`src/rtl/core/kbhm_pkg.sv`:
```
// Package for the keep-best hash map: table sizing, hash constants,
// operation and status codes, and the item, entry and result types.
// No dependencies; every other file in rtl/core except kbhm_ram imports it.
package kbhm_pkg;

	// Table depth is a power of two: the home slot is the low bits of the hash
	localparam int TABLE_DEPTH = 4096;
	localparam int IDX_W       = $clog2(TABLE_DEPTH);

	// Depth of the queue between the hash front end and the probe engine
	localparam int QUEUE_DEPTH = 4;

	// 64-bit finalizer constants
	localparam logic [63:0] MIX_C1    = 64'hff51afd7ed558ccd;
	localparam logic [63:0] MIX_C2    = 64'hc4ceb9fe1a85ec53;
	localparam logic [31:0] MIX_C1_LO = MIX_C1[31:0];
	localparam logic [31:0] MIX_C1_HI = MIX_C1[63:32];
	localparam logic [31:0] MIX_C2_LO = MIX_C2[31:0];
	localparam logic [31:0] MIX_C2_HI = MIX_C2[63:32];
	localparam int          MIX_SHIFT = 33;

	typedef enum logic {
		OP_INSERT = 1'b0,
		OP_LOOKUP = 1'b1
	} op_t;

	typedef enum logic [2:0] {
		STATUS_NEW      = 3'd0,
		STATUS_REPLACED = 3'd1,
		STATUS_KEPT     = 3'd2,
		STATUS_HIT      = 3'd3,
		STATUS_MISS     = 3'd4,
		STATUS_FULL     = 3'd5
	} status_t;

	typedef enum logic [1:0] {
		BK_CLEAR,
		BK_IDLE,
		BK_PROBE
	} back_state_t;

	// One request as it arrives on the input ports
	typedef struct packed {
		op_t         op;
		logic [31:0] key;
		logic [15:0] weight;
		logic [62:0] prod_high;
		logic [63:0] prod_low;
	} req_t;

	// A request with its home slot, as queued for the probe engine
	typedef struct packed {
		req_t             req;
		logic [IDX_W-1:0] home;
	} item_t;

	// One table slot
	typedef struct packed {
		logic        valid;
		logic [31:0] key;
		logic [15:0] weight;
		logic [62:0] prod_high;
		logic [63:0] prod_low;
	} entry_t;

	typedef struct packed {
		status_t     status;
		logic [15:0] weight;
		logic [62:0] prod_high;
		logic [63:0] prod_low;
	} result_t;

endpackage

```
`src/rtl/core/kbhm_front.sv`:
```
// Front end of the keep-best hash map: accepts requests and computes the home
// slot through a four-stage finalizer pipeline. Depends on kbhm_pkg.
module kbhm_front (
	input  logic                 clk,
	input  logic                 arst_n,
	input  logic                 push,
	output logic                 full,
	input  logic                 operation,
	input  logic [31:0]          key,
	input  logic [15:0]          weight_in,
	input  logic [62:0]          prod_in_high,
	input  logic [63:0]          prod_in_low,
	input  logic                 hold,
	output logic                 q_push,
	output kbhm_pkg::item_t      q_item,
	input  logic                 q_full
);
	import kbhm_pkg::*;

	logic        adv;
	logic        accept;
	req_t        req_in;

	logic        valid_s1, valid_s2, valid_s3, valid_s4;
	req_t        req_s1, req_s2, req_s3, req_s4;
	logic [63:0] p0_s1;
	logic [31:0] p1_s1;
	logic [63:0] v2_s2;
	logic [63:0] m0_s3;
	logic [31:0] m1_s3;
	logic [31:0] a1_s3;
	logic [63:0] v3_s4;

	logic [63:0] mul_p0;
	logic [31:0] mul_p1;
	logic [63:0] mix_v1;
	logic [63:0] mix_v2;
	logic [63:0] mul_m0;
	logic [31:0] mul_m1;
	logic [31:0] mul_m2;
	logic [31:0] mix_hi;
	logic [63:0] mix_v4;

	// Advance the whole pipeline unless the last stage is blocked by the queue
	assign adv    = !valid_s4 || !q_full;
	assign full   = !adv || hold;
	assign accept = push && !full;

	assign req_in.op        = op_t'(operation);
	assign req_in.key       = key;
	assign req_in.weight    = weight_in;
	assign req_in.prod_high = prod_in_high;
	assign req_in.prod_low  = prod_in_low;

	// Stage 1: key times first constant, split into two 32-bit halves
	assign mul_p0 = 64'(key) * 64'(MIX_C1_LO);
	assign mul_p1 = key * MIX_C1_HI;

	// Stage 2: combine partial products, first xor-shift after the multiply
	assign mix_v1 = p0_s1 + {p1_s1, 32'd0};
	assign mix_v2 = mix_v1 ^ (mix_v1 >> MIX_SHIFT);

	// Stage 3: low half times second constant
	assign mul_m0 = 64'(v2_s2[31:0]) * 64'(MIX_C2_LO);
	assign mul_m1 = v2_s2[31:0] * MIX_C2_HI;

	// Stage 4: high half cross product and upper word sum
	assign mul_m2 = a1_s3 * MIX_C2_LO;
	assign mix_hi = m0_s3[63:32] + m1_s3 + mul_m2;

	// Final xor-shift and truncation to the slot index
	assign mix_v4      = v3_s4 ^ (v3_s4 >> MIX_SHIFT);
	assign q_push      = valid_s4 && !q_full;
	assign q_item.req  = req_s4;
	assign q_item.home = mix_v4[IDX_W-1:0];

	// Advance valid marks
	always_ff @(posedge clk or negedge arst_n) begin
		if (!arst_n) begin
			valid_s1 <= 1'b0;
			valid_s2 <= 1'b0;
			valid_s3 <= 1'b0;
			valid_s4 <= 1'b0;
		end else if (adv) begin
			valid_s1 <= accept;
			valid_s2 <= valid_s1;
			valid_s3 <= valid_s2;
			valid_s4 <= valid_s3;
		end
	end

	// Advance payload and hash terms
	always_ff @(posedge clk) begin
		if (adv) begin
			req_s1 <= req_in;
			p0_s1  <= mul_p0;
			p1_s1  <= mul_p1;
			req_s2 <= req_s1;
			v2_s2  <= mix_v2;
			req_s3 <= req_s2;
			m0_s3  <= mul_m0;
			m1_s3  <= mul_m1;
			a1_s3  <= v2_s2[63:32];
			req_s4 <= req_s3;
			v3_s4  <= {mix_hi, m0_s3[31:0]};
		end
	end

endmodule

```
`config.mk`:
```
export PLATFORM = sky130hd
export DESIGN_NAME = kbhm_front
export DESIGN_NICKNAME = d
export VERILOG_FILES = /design/src/rtl/core/kbhm_pkg.sv /design/src/rtl/core/kbhm_front.sv
export SDC_FILE = /design/constraint.sdc
export NUM_CORES = 2
export LEC_CHECK = 0
export BUFFER_PORTS_ARGS = -buffer_cell sky130_fd_sc_hd__buf_2
export CORE_MARGIN = 2
export CORE_UTILIZATION = 35
export CTS_CLUSTER_SIZE = 28
export DETAILED_ROUTE_END_ITERATION = 12
export PLACE_DENSITY_LB_ADDON = 0.25
export SETUP_SLACK_MARGIN = 0.5
export SLEW_MARGIN = 20
export SYNTH_ARGS = -nofsm -noshare
export SYNTH_HDL_FRONTEND = slang
export SYNTH_SLANG_ARGS = --single-unit
export TNS_END_PERCENT = 30
```
`constraint.sdc`:
```
create_clock -name clk -period 33.8 [get_ports clk]
set_input_delay 5.07 -clock clk [delete_from_list [all_inputs] [get_ports clk]]
set_output_delay 5.07 -clock clk [all_outputs]
set_load 0.005 [all_outputs]
```
Word-level counts from Yosys, hierarchy flattened:

Cells that the tools add are included.

* register bits after elaboration: 1002
* latch bits: 0
* memory bits (writable): 0
* memory bits (read-only): 0
* output and inout port bits: 190
* word-level logic and storage cells: 49
* memories kept: 0

* add/subtract/negate cells: 3
* multiply operators: 5
* div/mod/pow operators: 0
* $lt $le $gt $ge: 0
* equality and inequality tests: 0
* shift operators: 0
* muxes and demuxes: 0
* bitwise gates (word level): 2
* reduce and logical (&&, ||, !) cells: 8

Operator list (number)
* $add A64 B64 Y64: 1
* $mul A32 B32 Y64 const B: 1
* $xor A64 B31 Y64: 1
* $mul A32 B29 Y45 const B: 1
* $mul A32 B25 Y32 const B: 1
* $mul A32 B29 Y13 const B: 1
* $mul A32 B31 Y12 const B: 1
* $add A13 B13 Y13: 2
* $xor A12 B12 Y12: 1
* $logic_not A1 Y1: 4
* $logic_and A1 B1 Y1: 2
* $logic_or A1 B1 Y1: 2

Longest topological paths before layout:

* depth in word-level cells: 6
* mapped depth: 27
* depth with buffers taken out: 26

Worst setup path after synthesis:

No wires, ideal clock.

* path kind: input to output
* start point: input port q_full
* end point: output port full
* data arrival time: 25.037 ns
* data required time: 28.730 ns
* slack: 3.693 ns
* stages: 2
* path buffers: 0
* cell sequence: nand2_1 nand2b_1

* word-level cells in the longest chain between the ends: 4

RTL lines
* start, declared: RTL line kbhm_front.sv:16 `input logic q_full`
* $logic_not A1 Y1: RTL line kbhm_front.sv:45 `assign adv = !valid_s4 || !q_full;`
* $logic_or A1 B1 Y1: RTL line kbhm_front.sv:45
* $logic_not A1 Y1: RTL line kbhm_front.sv:46 `assign full = !adv || hold;`
* $logic_or A1 B1 Y1: RTL line kbhm_front.sv:46
* end, declared: RTL line kbhm_front.sv:7 `output logic full,`

No other way between the ends.

Worst setup path after layout:

* start point: input port key[0]
* end point: register p0_s1[61] (data pin)

* word-level cells in the longest chain between the ends: 1

RTL lines
* start, declared: RTL line kbhm_front.sv:9 `input logic [31:0] key,`
* $mul A32 B32 Y64: RTL line kbhm_front.sv:56 `assign mul_p0 = 64'(key) * 64'(MIX_C1_LO);`
* via mul_p0[61]: RTL line kbhm_front.sv:34 `logic [63:0] mul_p0;`
* end signal, assigned: RTL line kbhm_front.sv:96 `p0_s1 <= mul_p0;`
* end, declared: RTL line kbhm_front.sv:26 `logic [63:0] p0_s1;`

The timed path passes the listed nets, and every way through them passes these cells.
A chain may end at the register's enable or synchronous reset.

==> qor.csv <==
metric,value,unit
status,"complete, no violations",
io_buffers,370,
grt-ovfl-total,0,
start_util,0.352,
drt-total-wl,189,mm
maxSlewViolCount,0,
synthFlopType,edfxtp_1,
area_growth,11.9,%
slew_headroom,0.303,
wl_per_cell,21.6,µm
place.gp.congestion,0.961,
fin_area,80400,µm²
crit_path_max_fanout,15,
layout.nets,8017,
synth_cell_types,74,
die_y,457,µm
drc,0,
cts_tree,done,
dp_hpwl,159,mm
die_area,209000,µm²
ios,371,
fin_crit_sh,0.366,
die_w,457,µm
skew,0.0389,ns
dp.cells,8550,
cts_resized,0,
netlist_instances,5478,
core,204000,µm²
rsz0062_at_grt,no,
final_core_util,0.393,
viasPerCell,4.63,
post_dp_cell_area,77300,µm²
cts-root-buf,clkbuf_16,
cts_buffer_depth,3,
drive_above_1_share,0.0936,
grt_max_degree,177,
clock_sinks,918,
required,34.22,ns
ys_warn_count,0,
cap_violations,0,
critPathLaunchType,input port,
worst_pin_slew,1.05,ns
clock.fmax,80.9,MHz
placementRows,166,
clk_latency,0.74,ns
final-instance-count-excl-fill,8732,
grt_pass1_wl,278,mm
setup_viol,0,
ant_nets,0,
htreeDepth,3,
synth_nets,7536,
netlist_area,71900,µm²
synth-seq-cells,918,
worstPathArrival,12.78,ns
cts_inserted_buffers,95,
hold_viol,0,
grt_pass1_vias,43300,
grt_usage,0.182,
async_flop_share,0.00436,
synth_edf_count,914,
yosysSeqAreaShare,0.383,
hold_buffers,0,
drt_iter0_markers,2794,
dr.pass1.iters,8,
tns,0,ns
post_cts_buffers,0,
avgSynthCellArea,13.1,µm²
antenna_found_initial,38,
fin_crit,12.36,ns
end_kind,flop,
vias,40400,
hp-class,reg2reg,
clk_pin_slew_worst_paths,0.06,ns
critical_path_class,in2reg,
==> layout by cell type (no fill, tap or decap), drive strengths merged, types with 9 or more instances in the layout <==
master	Yosys	layout
xor2	92	92
nand2b	13	13
nand4	24	24
a31oi	18	18
nor2b	13	13
a21o	62	62
a21oi	144	144
a211o	11	11
clkinv	0	48
and2	12	12
edfxtp	914	914
and3	23	23
fa	1026	1026
clkbuf	9	110
nand3	17	17
nor2	65	65
nand2	85	85
o21bai	39	39
a211oi	17	17
buf	4	397
ha	851	851
or2	9	9
o21a	23	23
o21ai	79	79
xnor2	176	176
nor3	32	32
inv	1622	1629
==> cell usage after synthesis (all sizes together) (4+ instances only) <==
cell type / instances / share of area
inv: 1622 / 0.085
fa: 1026 / 0.29
edfxtp: 914 / 0.38
ha: 851 / 0.15
xnor2: 176 / 0.021
a21oi: 144 / 0.010
xor2: 92 / 0.011
nand2: 85 / 0.0044
o21ai: 79 / 0.0056
nor2: 65 / 0.0034
a21o: 62 / 0.0065
o21bai: 39 / 0.0041
nor3: 32 / 0.0022
nand4: 24 / 0.0021
and3: 23 / 0.0020
o21a: 23 / 0.0024
a31oi: 18 / 0.0018
a211oi: 17 / 0.0018
nand3: 17 / 0.0012
nand2b: 13 / 0.0011
nor2b: 13 / 0.0012
and2: 12 / 0.0010
a211o: 11 / 0.0013
clkbuf: 9 / 0.00047
or2: 9 / 0.00078
o211ai: 8 / 0.00084
or3: 7 / 0.00061
o31ai: 6 / 0.00063
nor3b: 5 / 0.00052
o41ai: 5 / 0.00098
a21boi: 4 / 0.00042
a311oi: 4 / 0.00049
and4: 4 / 0.00049
buf: 4 / 0.00028
dfrtp: 4 / 0.0014
nand3b: 4 / 0.00042
nor4: 4 / 0.00035
==> critical path, cell delays in order <==
cell      delay [ns]
buf_2           0.47
inv_1           0.22
fa_1            0.51
fa_1            0.52
fa_1            0.59
inv_1           0.07
fa_1            0.40
fa_1            0.59
fa_1            0.45
fa_1            0.49
inv_1           0.05
fa_1            0.47
inv_1           0.04
ha_1            0.43
nand4_1         0.20
nor3_1          0.37
nand2_1         0.11
a311oi_1        0.65
o311ai_1        0.29
a21oi_1         0.26
a31oi_1         0.17
mux2i_1         0.17
o311ai_0        0.16
==> cell families (layout without fill, tap and decap cells) <==
| family | Yosys count | in the layout | synth area share |
|---|---|---|---|
| adders and majority gates | 1877 | 1877 | 0.434 |
| buffers and inverters | 1635 | 2193 | 0.0855 |
| DFF | 918 | 918 | 0.383 |
| AOI/OAI and AO/OA | 456 | 456 | 0.0418 |
| and+or+nand+nor | 321 | 321 | 0.0224 |
| xor gates and xnor gates | 268 | 268 | 0.0327 |
| muxes | 3 | 3 | 0.000453 |
| other | 0 | 8 | 0 |
==> routing by layer <==
layer / wire length [µm] / GRT usage
met5: 242 / 0
met4: 6150 / 0.0548
met3: 12300 / 0.0448
met2: 88100 / 0.293
met1: 82100 / 0.241
==> cell type report <==
type,count,area [µm²]
clock buffers,110,2430
clock inverters,64,688
flip-flops and latches,918,27500
repair buffers,397,2080
multi-input cells,2925,38200
diodes,8,20.0
well taps,2688,3360
fillers,19700,124000
inverters,1622,6090
==> sequential cells by signal, indices dropped and copies added, names as in the netlist, 23 cells and up <==
| register | flops |
|---|---|
| q_item | 176 |
| req_s1 | 176 |
| req_s2 | 176 |
| req_s3 | 176 |
| p0_s1 | 62 |
| v2_s2 | 45 |
| p1_s1 | 31 |
| v3_s4 | 24 |
| m0_s3 | 23 |
==> worst paths after layout <==
path                              end  slack (ns)        from  cells past startpoint
setup / recovery            p0_s1[61]       21.44      key[0]                     23
hold / removal             req_s3[27]        0.39  req_s2[27]                      0
setup reg to reg            m0_s3[43]       25.59    v2_s2[7]                     26
hold reg to reg            req_s3[27]        0.39  req_s2[27]                      0
max in group asynchronous    valid_s1       29.54      arst_n                      1
min in group asynchronous    valid_s2        4.15      arst_n                      1
==> per-stage QoR <==
| step | hold WS (ns) | setup slack, ns |
|---|---|---|
| after floorplan | 0.400 | 3.69 |
| after global placement | 0.400 | 20.92 |
| after detailed placement | 0.405 | 20.77 |
| after CTS | 0.399 | 21.53 |
| after global routing | 0.409 | 21.14 |
| final | 0.390 | 21.44 |
Power is left out: the tool's default activity adds up to more than one toggle a clock period on the data nets, which glitch-free logic cannot reach.
