==> src/rtl/core/kbhm_pkg.sv <==
// Package for the keep-best hash map: table sizing, hash constants,
// operation and status codes, and the item, entry and result types.
// No dependencies; every other file in rtl/core except kbhm_ram imports it.
package kbhm_pkg;

	// Table depth is a power of two: the home slot is the low bits of the hash
	localparam int TABLE_DEPTH = 4096;
	localparam int IDX_W       = $clog2(TABLE_DEPTH);

	// Depth of the queue between the hash front end and the probe engine
	localparam int QUEUE_DEPTH = 4;

	// 64-bit finalizer constants
	localparam logic [63:0] MIX_C1    = 64'hff51afd7ed558ccd;
	localparam logic [63:0] MIX_C2    = 64'hc4ceb9fe1a85ec53;
	localparam logic [31:0] MIX_C1_LO = MIX_C1[31:0];
	localparam logic [31:0] MIX_C1_HI = MIX_C1[63:32];
	localparam logic [31:0] MIX_C2_LO = MIX_C2[31:0];
	localparam logic [31:0] MIX_C2_HI = MIX_C2[63:32];
	localparam int          MIX_SHIFT = 33;

	typedef enum logic {
		OP_INSERT = 1'b0,
		OP_LOOKUP = 1'b1
	} op_t;

	typedef enum logic [2:0] {
		STATUS_NEW      = 3'd0,
		STATUS_REPLACED = 3'd1,
		STATUS_KEPT     = 3'd2,
		STATUS_HIT      = 3'd3,
		STATUS_MISS     = 3'd4,
		STATUS_FULL     = 3'd5
	} status_t;

	typedef enum logic [1:0] {
		BK_CLEAR,
		BK_IDLE,
		BK_PROBE
	} back_state_t;

	// One request as it arrives on the input ports
	typedef struct packed {
		op_t         op;
		logic [31:0] key;
		logic [15:0] weight;
		logic [62:0] prod_high;
		logic [63:0] prod_low;
	} req_t;

	// A request with its home slot, as queued for the probe engine
	typedef struct packed {
		req_t             req;
		logic [IDX_W-1:0] home;
	} item_t;

	// One table slot
	typedef struct packed {
		logic        valid;
		logic [31:0] key;
		logic [15:0] weight;
		logic [62:0] prod_high;
		logic [63:0] prod_low;
	} entry_t;

	typedef struct packed {
		status_t     status;
		logic [15:0] weight;
		logic [62:0] prod_high;
		logic [63:0] prod_low;
	} result_t;

endpackage

==> src/rtl/core/kbhm_fifo.sv <==
// Short queue of hashed requests between the front end and the probe engine.
// Depends on kbhm_pkg for the item type and depth.
module kbhm_fifo (
	input  logic            clk,
	input  logic            arst_n,
	input  logic            push,
	input  kbhm_pkg::item_t item_in,
	output logic            full,
	input  logic            pop,
	output kbhm_pkg::item_t item_out,
	output logic            empty
);
	import kbhm_pkg::*;

	localparam int PTR_W = $clog2(QUEUE_DEPTH);
	localparam int CNT_W = $clog2(QUEUE_DEPTH + 1);

	item_t             entry_q [QUEUE_DEPTH];
	logic [PTR_W-1:0]  wr_ptr_q;
	logic [PTR_W-1:0]  rd_ptr_q;
	logic [CNT_W-1:0]  count_q;
	logic              do_push;
	logic              do_pop;

	assign full     = count_q == CNT_W'(QUEUE_DEPTH);
	assign empty    = count_q == '0;
	assign do_push  = push && !full;
	assign do_pop   = pop && !empty;
	assign item_out = entry_q[rd_ptr_q];

	// Track pointers and fill level
	always_ff @(posedge clk or negedge arst_n) begin
		if (!arst_n) begin
			wr_ptr_q <= '0;
			rd_ptr_q <= '0;
			count_q  <= '0;
		end else begin
			if (do_push) begin
				wr_ptr_q <= wr_ptr_q + 1'b1;
			end
			if (do_pop) begin
				rd_ptr_q <= rd_ptr_q + 1'b1;
			end
			if (do_push && !do_pop) begin
				count_q <= count_q + 1'b1;
			end else if (do_pop && !do_push) begin
				count_q <= count_q - 1'b1;
			end
		end
	end

	// Store the incoming transaction
	always_ff @(posedge clk) begin
		if (do_push) begin
			entry_q[wr_ptr_q] <= item_in;
		end
	end

endmodule

==> config.mk <==
export PLATFORM = sky130hd
export DESIGN_NAME = kbhm_fifo
export DESIGN_NICKNAME = d
export VERILOG_FILES = /design/src/rtl/core/kbhm_pkg.sv /design/src/rtl/core/kbhm_fifo.sv
export SDC_FILE = /design/constraint.sdc
export NUM_CORES = 1
export LEC_CHECK = 0
export ABC_AREA = 1
export BUFFER_PORTS_ARGS = -buffer_cell sky130_fd_sc_hd__buf_4
export CAP_MARGIN = 20
export CORE_ASPECT_RATIO = 1.4
export CORE_MARGIN = 2
export CORE_UTILIZATION = 35
export DETAILED_ROUTE_END_ITERATION = 8
export GPL_TIMING_DRIVEN = 0
export PLACE_DENSITY = 0.54
export SYNTH_ARGS = -nofsm -noshare
export SYNTH_HDL_FRONTEND = slang
export SYNTH_SLANG_ARGS = --single-unit
==> constraint.sdc <==
create_clock -name clk -period 8.6 [get_ports clk]
set_input_delay 0.86 -clock clk [delete_from_list [all_inputs] [get_ports clk]]
set_output_delay 0.86 -clock clk [all_outputs]
set_load 0.02 [all_outputs]
### After elaboration in Yosys (flattened, before gate mapping)

Memories as Yosys holds them, arrays and structs flattened.
Index checks and enable logic that the tools add are counted.

* flip-flop bits (word level): 7
* memory bits (writable): 752
* output and inout bits: 190
* word-level logic and storage cells: 23
* memories: 1

* $add $sub $neg: 4
* eq/ne operators: 1
* multiplexer cells: 4
* reduce and logical (&&, ||, !) cells: 10

Memories
* entry_q: words 4, bits a word 188, rd ports 1, clocked after Yosys merged registers in 0, wr ports 1, line kbhm_fifo.sv:18 `item_t entry_q [QUEUE_DEPTH];`

Operators with widths (count)
* two-way mux 3 bit: 2
* adder 2 x 1 -> 2 bit, second input constant: 2
* logical AND 1 bit: 4
* logical NOT 1 bit: 4
* adder 3 x 1 -> 3 bit, second input constant: 1
* == test 3 bit, second input constant: 1
* logical NOT 3 bit: 1
* subtractor 3 x 1 -> 3 bit, second input constant: 1
* two-way mux 1 bit: 2
* nonzero test 2 bit: 1

### Logic depth before layout (Yosys ltp)

Gate-level depths: netlist of run 1.

* word-level depth: 7
* gate-level depth with buffers: 12

### Worst setup path after synthesis of run 1

OpenSTA, ideal clock, no wires.

* kind: input to register
* start point: input port push
* end point: memory entry_q[0][0] (netlist bit), enable pin
* setup time: 740 ps
* arrival: 8799 ps
* data required time: 7860 ps
* slack: -938 ps
* stages: 2
* buffers on the path: 0
* cell sequence: nand2_1 -> nor2_1

* longest elaborated chain between the ends: 3

RTL lines
* from (decl): line kbhm_fifo.sv:6 `input logic push,`
* logical AND 1 bit: line kbhm_fifo.sv:27 `assign do_push = push && !full;`
* two-way mux 1 bit: line kbhm_fifo.sv:54 `if (do_push) begin`
* two-way mux 1 bit (not written as such): line kbhm_fifo.sv:55 `entry_q[wr_ptr_q] <= item_in;`
* to (decl): line kbhm_fifo.sv:18

No other way between the ends.

==> results of run 1 <==
==> cell type report <==
class	count	area (µm²)	area share (%)
Antenna cell	4	10.01	0.02665
Timing Repair Buffer	418	3681	9.801
Tap cell	1096	1371	3.651
Sequential cell	759	22760	60.59
Clock inverter	48	493.0	1.313
Buffer	124	575.6	1.532
Multi-Input combinational cell	978	5190	13.82
Inverter	393	1475	3.928
Clock buffer	92	2004	5.337
==> placed cells by master (no fill, tap or decap), types with 2 or more instances in the layout <==
cell type,count
edfxtp_1,752
nand2_1,582
inv_1,391
buf_4,386
o211ai_1,376
clkbuf_16,78
clkbuf_1,62
buf_2,61
buf_12,24
clkinv_2,15
buf_16,12
clkinv_1,11
buf_1,8
bufinv_16,8
nand3_1,7
clkinvlp_4,7
dfrtp_1,7
ha_1,5
diode_2,4
nor2_4,4
clkinv_8,3
inv_2,2
buf_6,2
inv_6,2
clkinv_4,2
==> how the worst min path moves through the flow <==
stage	startpoint	endpoint	slack, ns	cells after the start
global route	item_in[158]	entry_q[2][158]	0.39	1
CTS	item_in[158]	entry_q[1][158]	0.38	1
floorplan	count_q[2]	count_q[2]	0.46	2
finish	item_in[158]	entry_q[2][158]	0.43	1
detailed placement	rd_ptr_q[0]	rd_ptr_q[0]	0.51	2
global placement	count_q[2]	count_q[2]	0.48	2
==> layer usage <==
metal / wire [µm] / vias up / part of all wire [%] / track usage [%]
met5: 125 / - / 0.15 / 0
met4: 2250 / 20 / 2.7 / 6.256
met3: 6043 / 140 / 7.4 / 5.720
met2: 40250 / 479 / 49 / 31.65
met1: 33490 / 9163 / 41 / 22.38
li1: - / 8900 / - / -
==> flip-flops by register name (all words and copies together) (netlist names) <==
name / cells
rd_ptr_q: 2
entry_q: 752
wr_ptr_q: 2
count_q: 3
==> cell families (layout without fill, tap and decap cells) <==
| group | after synthesis | in the layout | share of synthesized area [%] |
|---|---|---|---|
| and+or+nand+nor | 594 | 594 | 7.478 |
| other | 0 | 4 | 0 |
| buffers and inverters | 517 | 1075 | 6.843 |
| DFF | 759 | 759 | 75.94 |
| adders and majority gates | 6 | 6 | 0.2756 |
| xor gates and xnor gates | 1 | 1 | 0.02923 |
| AOI/OAI and AO/OA | 377 | 377 | 9.436 |
==> power by group through the flow <==
stage / logic [W] / clock network [W] / registers, W
floorplan: 0.00300 / 0 / 0.00528
global placement: 0.00553 / 0 / 0.00554
detailed placement: 0.00583 / 0 / 0.00507
CTS: 0.00584 / 0.00339 / 0.00500
global route: 0.00620 / 0.00353 / 0.00505
finish: 0.00570 / 0.00331 / 0.00499
==> metrics by stage <==
step | power (W) | hold WS (ns)
floorplan | 0.008283 | 0.4628
global placement | 0.01107 | 0.4847
detailed placement | 0.01090 | 0.5084
CTS | 0.01424 | 0.3836
global route | 0.01478 | 0.3916
finish | 0.01400 | 0.4327
==> impl_metrics.env, run 1 <==
export IMPL_layout_nets=2949
export IMPL_ys_warn_count=0
export IMPL_synth_edf_count=752
export IMPL_post_cts_buffers=0
export IMPL_synth_seq_cells=759
export IMPL_start_kind="flop"
export IMPL_post_cts_resized=0
export IMPL_numClockSinks=759
export IMPL_syn_inst=2254
export IMPL_rows=127
export IMPL_p_leak_nw=14.94
export IMPL_antenna_left=0
export IMPL_r2r_start="count_q[0]"
export IMPL_dpl_cell_area_um2=35040
export IMPL_top_level_ports=382
export IMPL_synth_top_cell_by_area="edfxtp_1"
export IMPL_drtPass1Iterations=5
export IMPL_syn_to_final_growth_pct=25.33
export IMPL_antenna_found_initial=14
export IMPL_first_global_vias=19471
export IMPL_cp_slowest_cell="buf_1"
export IMPL_startpoint="rd_ptr_q[1]"
export IMPL_r2r_slack_ns=5.66
export IMPL_p_int_w=0.008636
export IMPL_utilization_pct=44.10
export IMPL_synthFlopType="edfxtp_1"
export IMPL_hold_class="input port to flop"
export IMPL_netlist_area_um2=29970
export IMPL_synth_nets=2452
export IMPL_syn_area_per_cell_um2=13.30
export IMPL_drt_wl_total_mm=82.15
export IMPL_port_buffers=381
export IMPL_p_switching_w=0.005365
export IMPL_timing_setup_tns_ns=0
export IMPL_endpoint="item_out[85]"
export IMPL_r2r_end="entry_q[0][130]"
export IMPL_ys_async_sr_fraction_pct=0.9223
export IMPL_pwr_share_clk_pct=23.6
export IMPL_cp_required_ns=7.74
export IMPL_path_depth=6
export IMPL_root_buffer="clkbuf_16"
export IMPL_fmax_mhz=269.8
export IMPL_placed_cells=3767
export IMPL_avgRoutedWirePerCell_um=21.00
export IMPL_fin_crit_sh_pct=43.10
export IMPL_via_count=18702
export IMPL_ys_seq_area_share_pct=75.94
export IMPL_cts_clk_slew_worst_paths_ns=0.06
export IMPL_p_seq_share_pct=35.7
export IMPL_end_kind="output pin"
export IMPL_rsz0062_at_grt="false"
export IMPL_h_tree_depth=3
export IMPL_path_class="flop to output pin"
export IMPL_ir_drop_mv=0.2525
export IMPL_avgViaCountPerCell=4.781
export IMPL_status="completed"
export IMPL_die_h_um=350.2
export IMPL_cp_arrival_ns=2.85
export IMPL_grt_overflow_total=0
export IMPL_finalHoldViolations=0
export IMPL_drv_slew=0
export IMPL_die_w_um=251.3
export IMPL_combPwrFrac_pct=40.7
export IMPL_nFillCells=7664
export IMPL_p_sw_share_pct=38.32
export IMPL_max_stage_delay_ns=0.56
export IMPL_drive_gt1_share_pct=21.55
export IMPL_worst_skew_pair_late_latency_ns=0.62
export IMPL_dp_slack_ns=5.289
export IMPL_skew_ns=0.02097
export IMPL_min_period_ns=3.706
export IMPL_setup_viol=0
export IMPL_p_per_area_nw_per_um2=372.8
export IMPL_drc=0
export IMPL_grt_max_degree=27
export IMPL_maxCapViolations=0
export IMPL_stdcell_count=3912
export IMPL_core_um2=85170
export IMPL_tightest_slew_ns=0.8354
export IMPL_ys_types=18
export IMPL_grt_pass1_wl_mm=122.1
export IMPL_yosys_top_cells_area="edfxtp_1 (75%), o211ai_1 (9.4%), nand2_1 (7.3%), inv_1 (4.9%), buf_2 (1.0%)"
export IMPL_cts_inserted_buffers=77
export IMPL_critPathMaxFanout=10
export IMPL_slew_headroom_pct=44.18
export IMPL_dpl_hpwl_mm=56.22
export IMPL_crit_buf_inv=4
export IMPL_grt_total_usage_pct=18.58
export IMPL_cts_tree="built"
export IMPL_crit_family="buffers and inverters"
export IMPL_clock_path_buffers=3
export IMPL_dieArea_um2=88010
export IMPL_synth_top_area_share_pct=75.35
export IMPL_gp_congestion=0.7635
export IMPL_design_area_um2=37560
export IMPL_synth_common_cells="edfxtp_1 (752), nand2_1 (582), inv_1 (391), o211ai_1 (376), buf_2 (61)"
export IMPL_drt_iter0_drc=991
export IMPL_hold_buffers=1
export IMPL_layout_setup_ws_ns=4.894
export IMPL_reg2reg_depth=8
export IMPL_cp_cell_sequence="inv_2 -> buf_2 -> buf_1 -> o211ai_1 -> nand2_1 -> buf_4"
export IMPL_synth_most_common_cell="edfxtp_1"
export IMPL_start_util_pct=35.18
Power figures use the tool's default switching activity.
==> run 2: changes to the inputs <==
--- a/config.mk
+++ b/config.mk
@@ -13,7 +13,7 @@
 export CORE_UTILIZATION = 35
 export DETAILED_ROUTE_END_ITERATION = 8
 export GPL_TIMING_DRIVEN = 0
-export PLACE_DENSITY = 0.54
+export PLACE_DENSITY = 0.52
 export SYNTH_ARGS = -nofsm -noshare
 export SYNTH_HDL_FRONTEND = slang
 export SYNTH_SLANG_ARGS = --single-unit
==> constraint.sdc (replaced) <==
create_clock -name clk -period 3.9 [get_ports clk]
set_input_delay 0.39 -clock clk [delete_from_list [all_inputs] [get_ports clk]]
set_output_delay 0.39 -clock clk [all_outputs]
set_load 0.02 [all_outputs]
==> run 2 against run 1 <==
Flip-flop and latch count unchanged. Highest routed layer unchanged. Hold slack got worse by 0.27 ns. Final area increased by 5.2%. Largest cell class unchanged. Global-route usage increased by 0.14 points. Clock skew increased by 0.00070 ns. Critical path depth unchanged. Cell count increased by 5.0%.
==> impl_metrics.env, run 2 (synthesized netlist as in run 1, its figures left out) <==
export IMPL_cts_clk_slew_worst_paths_ns=0.06
export IMPL_path_class="flop to output pin"
export IMPL_cp_cell_sequence="inv_2 -> buf_2 -> buf_1 -> o211ai_1 -> nand2_1 -> buf_4"
export IMPL_rsz0062_at_grt="false"
export IMPL_reg_largest_list="entry_q: 752 flops, count_q: 3 flops"
export IMPL_root_buffer="clkbuf_16"
export IMPL_reg2reg_depth=8
export IMPL_critPathMaxFanout=10
export IMPL_h_tree_depth=3
export IMPL_cp_arrival_ns=2.92
export IMPL_rows=127
export IMPL_hold_class="input port to asynchronous set/reset pin"
export IMPL_r2r_end="entry_q[2][112]"
export IMPL_cp_required_ns=3.51
export IMPL_tightest_slew_ns=0.7387
export IMPL_drc=0
export IMPL_r2r_start="wr_ptr_q[0]"
export IMPL_worst_skew_pair_late_latency_ns=0.62
export IMPL_cp_slowest_cell="buf_1"
export IMPL_cts_inserted_buffers=78
export IMPL_grt_pass1_wl_mm=123.2
export IMPL_design_area_um2=39500
export IMPL_clock_path_buffers=3
export IMPL_max_stage_delay_ns=0.57
export IMPL_registers_top_by_ff_count="entry_q"
export IMPL_drt_iter0_drc=1088
export IMPL_finalHoldViolations=0
export IMPL_top_level_ports=382
export IMPL_dpl_hpwl_mm=55.57
export IMPL_via_count=19431
export IMPL_core_um2=85170
export IMPL_startpoint="rd_ptr_q[1]"
export IMPL_die_w_um=251.3
export IMPL_p_leak_nw=15.74
export IMPL_drt_wl_total_mm=83.26
export IMPL_dpl_cell_area_um2=35040
export IMPL_layout_nets=3140
export IMPL_end_kind="output pin"
export IMPL_antenna_found_initial=11
export IMPL_largest_reg_flops=752
export IMPL_avgViaCountPerCell=4.729
export IMPL_cts_tree="built"
export IMPL_status="completed"
export IMPL_first_global_vias=19794
export IMPL_syn_to_final_growth_pct=31.81
export IMPL_start_util_pct=35.18
export IMPL_skew_ns=0.02167
export IMPL_slew_headroom_pct=50.64
export IMPL_drtPass1Iterations=6
export IMPL_grt_max_degree=27
export IMPL_min_period_ns=3.311
export IMPL_gp_congestion=0.7648
export IMPL_numClockSinks=759
export IMPL_fin_crit_sh_pct=84.91
export IMPL_post_cts_resized=0
export IMPL_grt_total_usage_pct=18.72
export IMPL_fmax_mhz=302.0
export IMPL_setup_viol=0
export IMPL_utilization_pct=46.38
export IMPL_ir_drop_mv=0.5133
export IMPL_die_h_um=350.2
export IMPL_antenna_left=0
export IMPL_drv_slew=0
export IMPL_avgRoutedWirePerCell_um=20.26
export IMPL_p_per_area_nw_per_um2=788.9
export IMPL_dieArea_um2=88010
export IMPL_start_kind="flop"
export IMPL_port_buffers=381
export IMPL_grt_overflow_total=0
export IMPL_drive_gt1_share_pct=19.88
export IMPL_maxCapViolations=0
export IMPL_mostFrequentLayoutCells="edfxtp_1 (752), nand2_1 (581), inv_1 (391)"
export IMPL_final_common_cell="edfxtp_1"
export IMPL_r2r_slack_ns=1.29
-- run 2: cell count changes in the layout (fill, tap and decap cells not counted), sizes merged --
cell         change
clkbuf           +9
clkinv           -4
clkinvlp         -4
dlygate4sd3    +190
diode            +6
-- run 2: routing by layer --
metal  track usage, %  part of all wire, %
met3            4.348                  5.9
met5                0                0.079
met1            23.04                   42
met4            6.305                  2.7
met2            32.39                   50
-- run 2: repair_timing --
item,in CTS,in global routing
endpoints found under the hold margin,762,0
buffers inserted,0,0
hold buffers,191,0
-- run 2: area by class of cell --
type | instances | area, µm²
Sequential cell | 759 | 22760
Fill cell | 7623 | 45670
Clock buffer | 101 | 2102
Antenna cell | 10 | 25.02
Timing Repair Buffer | 608 | 5568
Clock inverter | 40 | 424.2
Tap cell | 1096 | 1371
Buffer | 124 | 575.6
Inverter | 393 | 1475
Multi-Input combinational cell | 978 | 5202
-- run 2: worst max-delay path by stage --
stage,slack [ns],endpoint
detailed placement,1.12,item_out[83]
floorplan,-0.001,entry_q[0][0]
global route,0.37,item_out[83]
finish,0.59,item_out[83]
global placement,-2.73,entry_q[2][125]
CTS,0.41,item_out[83]
-- run 2: report_power, final --
group          internal (W)  total, W  switching (W)  leakage [nW]
Clock               0.00434   0.00740        0.00306          1.22
Combinational       0.00426    0.0127        0.00848          7.55
Sequential           0.0107    0.0110       0.000328          6.97
Total                0.0193    0.0312         0.0119          15.7
-- run 2: metrics by stage --
| step | cells | power, W | hold WS (ns) | worst slack (ns) | setup TNS (ns) |
|---|---|---|---|---|---|
| global placement | 3731 | 0.02368 | 0.2069 | -2.726 | -1996.94 |
| CTS | 4099 | 0.03166 | 0.1264 | 0.4088 | 0 |
| global route | 4104 | 0.03283 | 0.1425 | 0.3717 | 0 |
| floorplan | 2254 | 0.01792 | 0.09441 | -0.001454 | -0.2733 |
| finish | 4109 | 0.03116 | 0.1643 | 0.5886 | 0 |
| detailed placement | 3767 | 0.02403 | 0.2139 | 1.123 | 0 |
-- run 2: critical path, delay by kind of cell (launching register included) --
family,cells,cell delay [ns]
DFF,1,0.40
AOI/OAI and AO/OA,1,0.18
and+or+nand+nor,1,0.17
buffers and inverters,4,1.53
==> run 3: changes to the inputs <==
--- a/config.mk
+++ b/config.mk
@@ -13,7 +13,7 @@
 export CORE_UTILIZATION = 35
 export DETAILED_ROUTE_END_ITERATION = 8
 export GPL_TIMING_DRIVEN = 0
-export PLACE_DENSITY = 0.52
+export PLACE_DENSITY = 0.54
 export SYNTH_ARGS = -nofsm -noshare
 export SYNTH_HDL_FRONTEND = slang
 export SYNTH_SLANG_ARGS = --single-unit
==> constraint.sdc (replaced) <==
create_clock -name clk -period 2.9 [get_ports clk]
set_input_delay 0.29 -clock clk [delete_from_list [all_inputs] [get_ports clk]]
set_output_delay 0.29 -clock clk [all_outputs]
set_load 0.02 [all_outputs]
==> run 3 against run 2 <==
Global-route usage rose by 0.054 points. Largest cell class unchanged. Critical path type unchanged. Utilization fell by 0.079 points. First-iteration DRC count fell by 12%. Sequential power is 35% higher. Wire length is 0.13% higher. Sequential share of layout area is 0.099 points higher. Worst setup slack got worse by 0.47 ns. Clock-buffer cell count is 1 lower. Clock skew increased by 0.0061 ns. Non-clock buffer count stayed put.
==> impl_metrics.env, run 3 (synthesized netlist as in run 1, its figures left out) <==
export IMPL_dpl_cell_area_um2=35040
export IMPL_registers_top_by_ff_count="entry_q"
export IMPL_h_tree_depth=3
export IMPL_critPathMaxFanout=10
export IMPL_dieArea_um2=88010
export IMPL_dpl_hpwl_mm=55.58
export IMPL_syn_to_final_growth_pct=31.59
export IMPL_grt_overflow_total=0
export IMPL_endpoint="item_out[55]"
export IMPL_core_um2=85170
export IMPL_ir_drop_mv=0.7182
export IMPL_antenna_found_initial=9
export IMPL_placed_cells=3767
export IMPL_drt_wl_total_mm=83.37
export IMPL_maxCapViolations=0
export IMPL_startpoint="rd_ptr_q[0]"
export IMPL_drive_gt1_share_pct=20.65
export IMPL_grt_pass1_wl_mm=123.9
export IMPL_min_period_ns=2.779
export IMPL_stdcell_count=4102
export IMPL_cts_inserted_buffers=76
export IMPL_met1_length_mm=33.84
export IMPL_drv_slew=0
export IMPL_slew_headroom_pct=45.42
export IMPL_root_buffer="clkbuf_16"
export IMPL_design_area_um2=39430
export IMPL_avgRoutedWirePerCell_um=20.32
export IMPL_port_buffers=381
export IMPL_rows=127
export IMPL_finalHoldViolations=0
export IMPL_setup_viol=0
export IMPL_reg_largest_list="entry_q: 752 flops, count_q: 3 flops"
export IMPL_drtPass1Iterations=7
export IMPL_routed_top_layer="met5"
export IMPL_reg2reg_depth=9
export IMPL_grt_total_usage_pct=18.77
export IMPL_end_kind="output pin"
export IMPL_mostFrequentLayoutCells="edfxtp_1 (752), nand2_1 (581), inv_1 (391)"
export IMPL_largest_reg_flops=752
export IMPL_cts_clk_slew_worst_paths_ns=0.06
export IMPL_hold_class="input port to asynchronous set/reset pin"
export IMPL_fmax_mhz=359.9
export IMPL_post_cts_buffers=0
export IMPL_die_w_um=251.3
export IMPL_p_per_area_nw_per_um2=1056
export IMPL_via_count=19466
export IMPL_r2r_start="count_q[0]"
export IMPL_dr_wl_met3_mm=4.817
export IMPL_p_leak_nw=15.78
export IMPL_timing_setup_tns_ns=0
export IMPL_tightest_slew_ns=0.8168
export IMPL_fin_crit_sh_pct=95.82
export IMPL_avgViaCountPerCell=4.745
export IMPL_cts_tree="built"
export IMPL_path_class="flop to output pin"
export IMPL_dr_wl_met2_mm=42.01
export IMPL_nFillCells=7510
export IMPL_worst_skew_pair_late_latency_ns=0.64
export IMPL_status="completed"
export IMPL_top_level_ports=382
export IMPL_final_common_cell="edfxtp_1"
export IMPL_utilization_pct=46.30
export IMPL_cp_arrival_ns=2.49
export IMPL_rsz0062_at_grt="false"
export IMPL_die_h_um=350.2
export IMPL_r2r_slack_ns=0.29
export IMPL_first_global_vias=20281
export IMPL_drt_iter0_drc=960
export IMPL_skew_ns=0.02773
export IMPL_antenna_left=0
export IMPL_start_kind="flop"
export IMPL_grt_max_degree=28
export IMPL_numClockSinks=759
export IMPL_gp_congestion=0.7798
export IMPL_start_util_pct=35.18
export IMPL_cp_required_ns=2.61
export IMPL_clock_path_buffers=3
export IMPL_drc=0
export IMPL_layout_nets=3138
export IMPL_r2r_end="entry_q[2][59]"
run 3: changes by cell type in the layout (fill, tap and decap cells not counted), moves of 3 or more:
cell and delta:
clkinvlp_4 -3, buf_1 -4, diode_2 -6, buf_4 +3, clkinv_2 +7, clkbuf_1 -18
clkbuf_2 +19
run 3: layout make-up:
class / instances / area [µm²] / share of cell area [%]
repair buffers: 608 / 5575 / 14.14
inverters: 393 / 1475 / 3.741
plain buffers: 124 / 614.3 / 1.558
well taps: 1096 / 1371 / 3.478
flip-flops and latches: 759 / 22760 / 57.71
clock inverters: 40 / 371.6 / 0.9424
diodes: 4 / 10.01 / 0.02538
multi-input cells: 978 / 5202 / 13.19
clock buffers: 100 / 2056 / 5.213
run 3: worst max-delay path: stages (launching register included):
cell and delay [ns]:
dfrtp_1 0.40, inv_2 0.12, buf_4 0.30, clkbuf_1 0.56
o211ai_1 0.15, nand2_1 0.14, buf_4 0.15
run 3: worst min-delay path by stage:
stage | start | endpoint | depth (start not counted)
after global placement | arst_n | rd_ptr_q[0] | 1
after floorplan | arst_n | count_q[0] | 0
after CTS | arst_n | rd_ptr_q[1] | 2
after global routing | arst_n | rd_ptr_q[1] | 2
after detailed placement | arst_n | rd_ptr_q[1] | 1
final | arst_n | wr_ptr_q[1] | 2
run 3: power by group:
part / switching [W] / total [W] / internal [W] / leakage [nW]
sequential: 0.000442 / 0.0148 / 0.0144 / 6.97
clock: 0.00413 / 0.00968 / 0.00555 / 1.19
combinational: 0.0114 / 0.0172 / 0.00578 / 7.62
total: 0.0159 / 0.0417 / 0.0257 / 15.8
run 3: per-layer routing:
layer | up-vias | track usage (%)
li1 | 9267 | -
met1 | 9529 | 22.26
met2 | 522 | 33.24
met3 | 140 | 4.051
met4 | 8 | 7.301
met5 | - | 0
run 3: through the flow:
stage	total power [W]	setup WS, ns	hold WS [ns]
after floorplan	0.02410	-1.001	-0.005591
after global placement	0.03188	-3.810	0.1085
after detailed placement	0.03233	0.2188	0.1107
after CTS	0.04230	-0.09092	0.02248
after global routing	0.04391	0.002774	0.02250
final	0.04165	0.1213	0.04127
run 3: what timing repair did:
item / CTS / global route
setup endpoints to repair: 116 / 50
gates resized for setup: 19 / 15
cloned: 0 / 0
hold endpoints to repair: 763 / 0
pin swaps: 0 / 0
hold buffers: 191 / 0
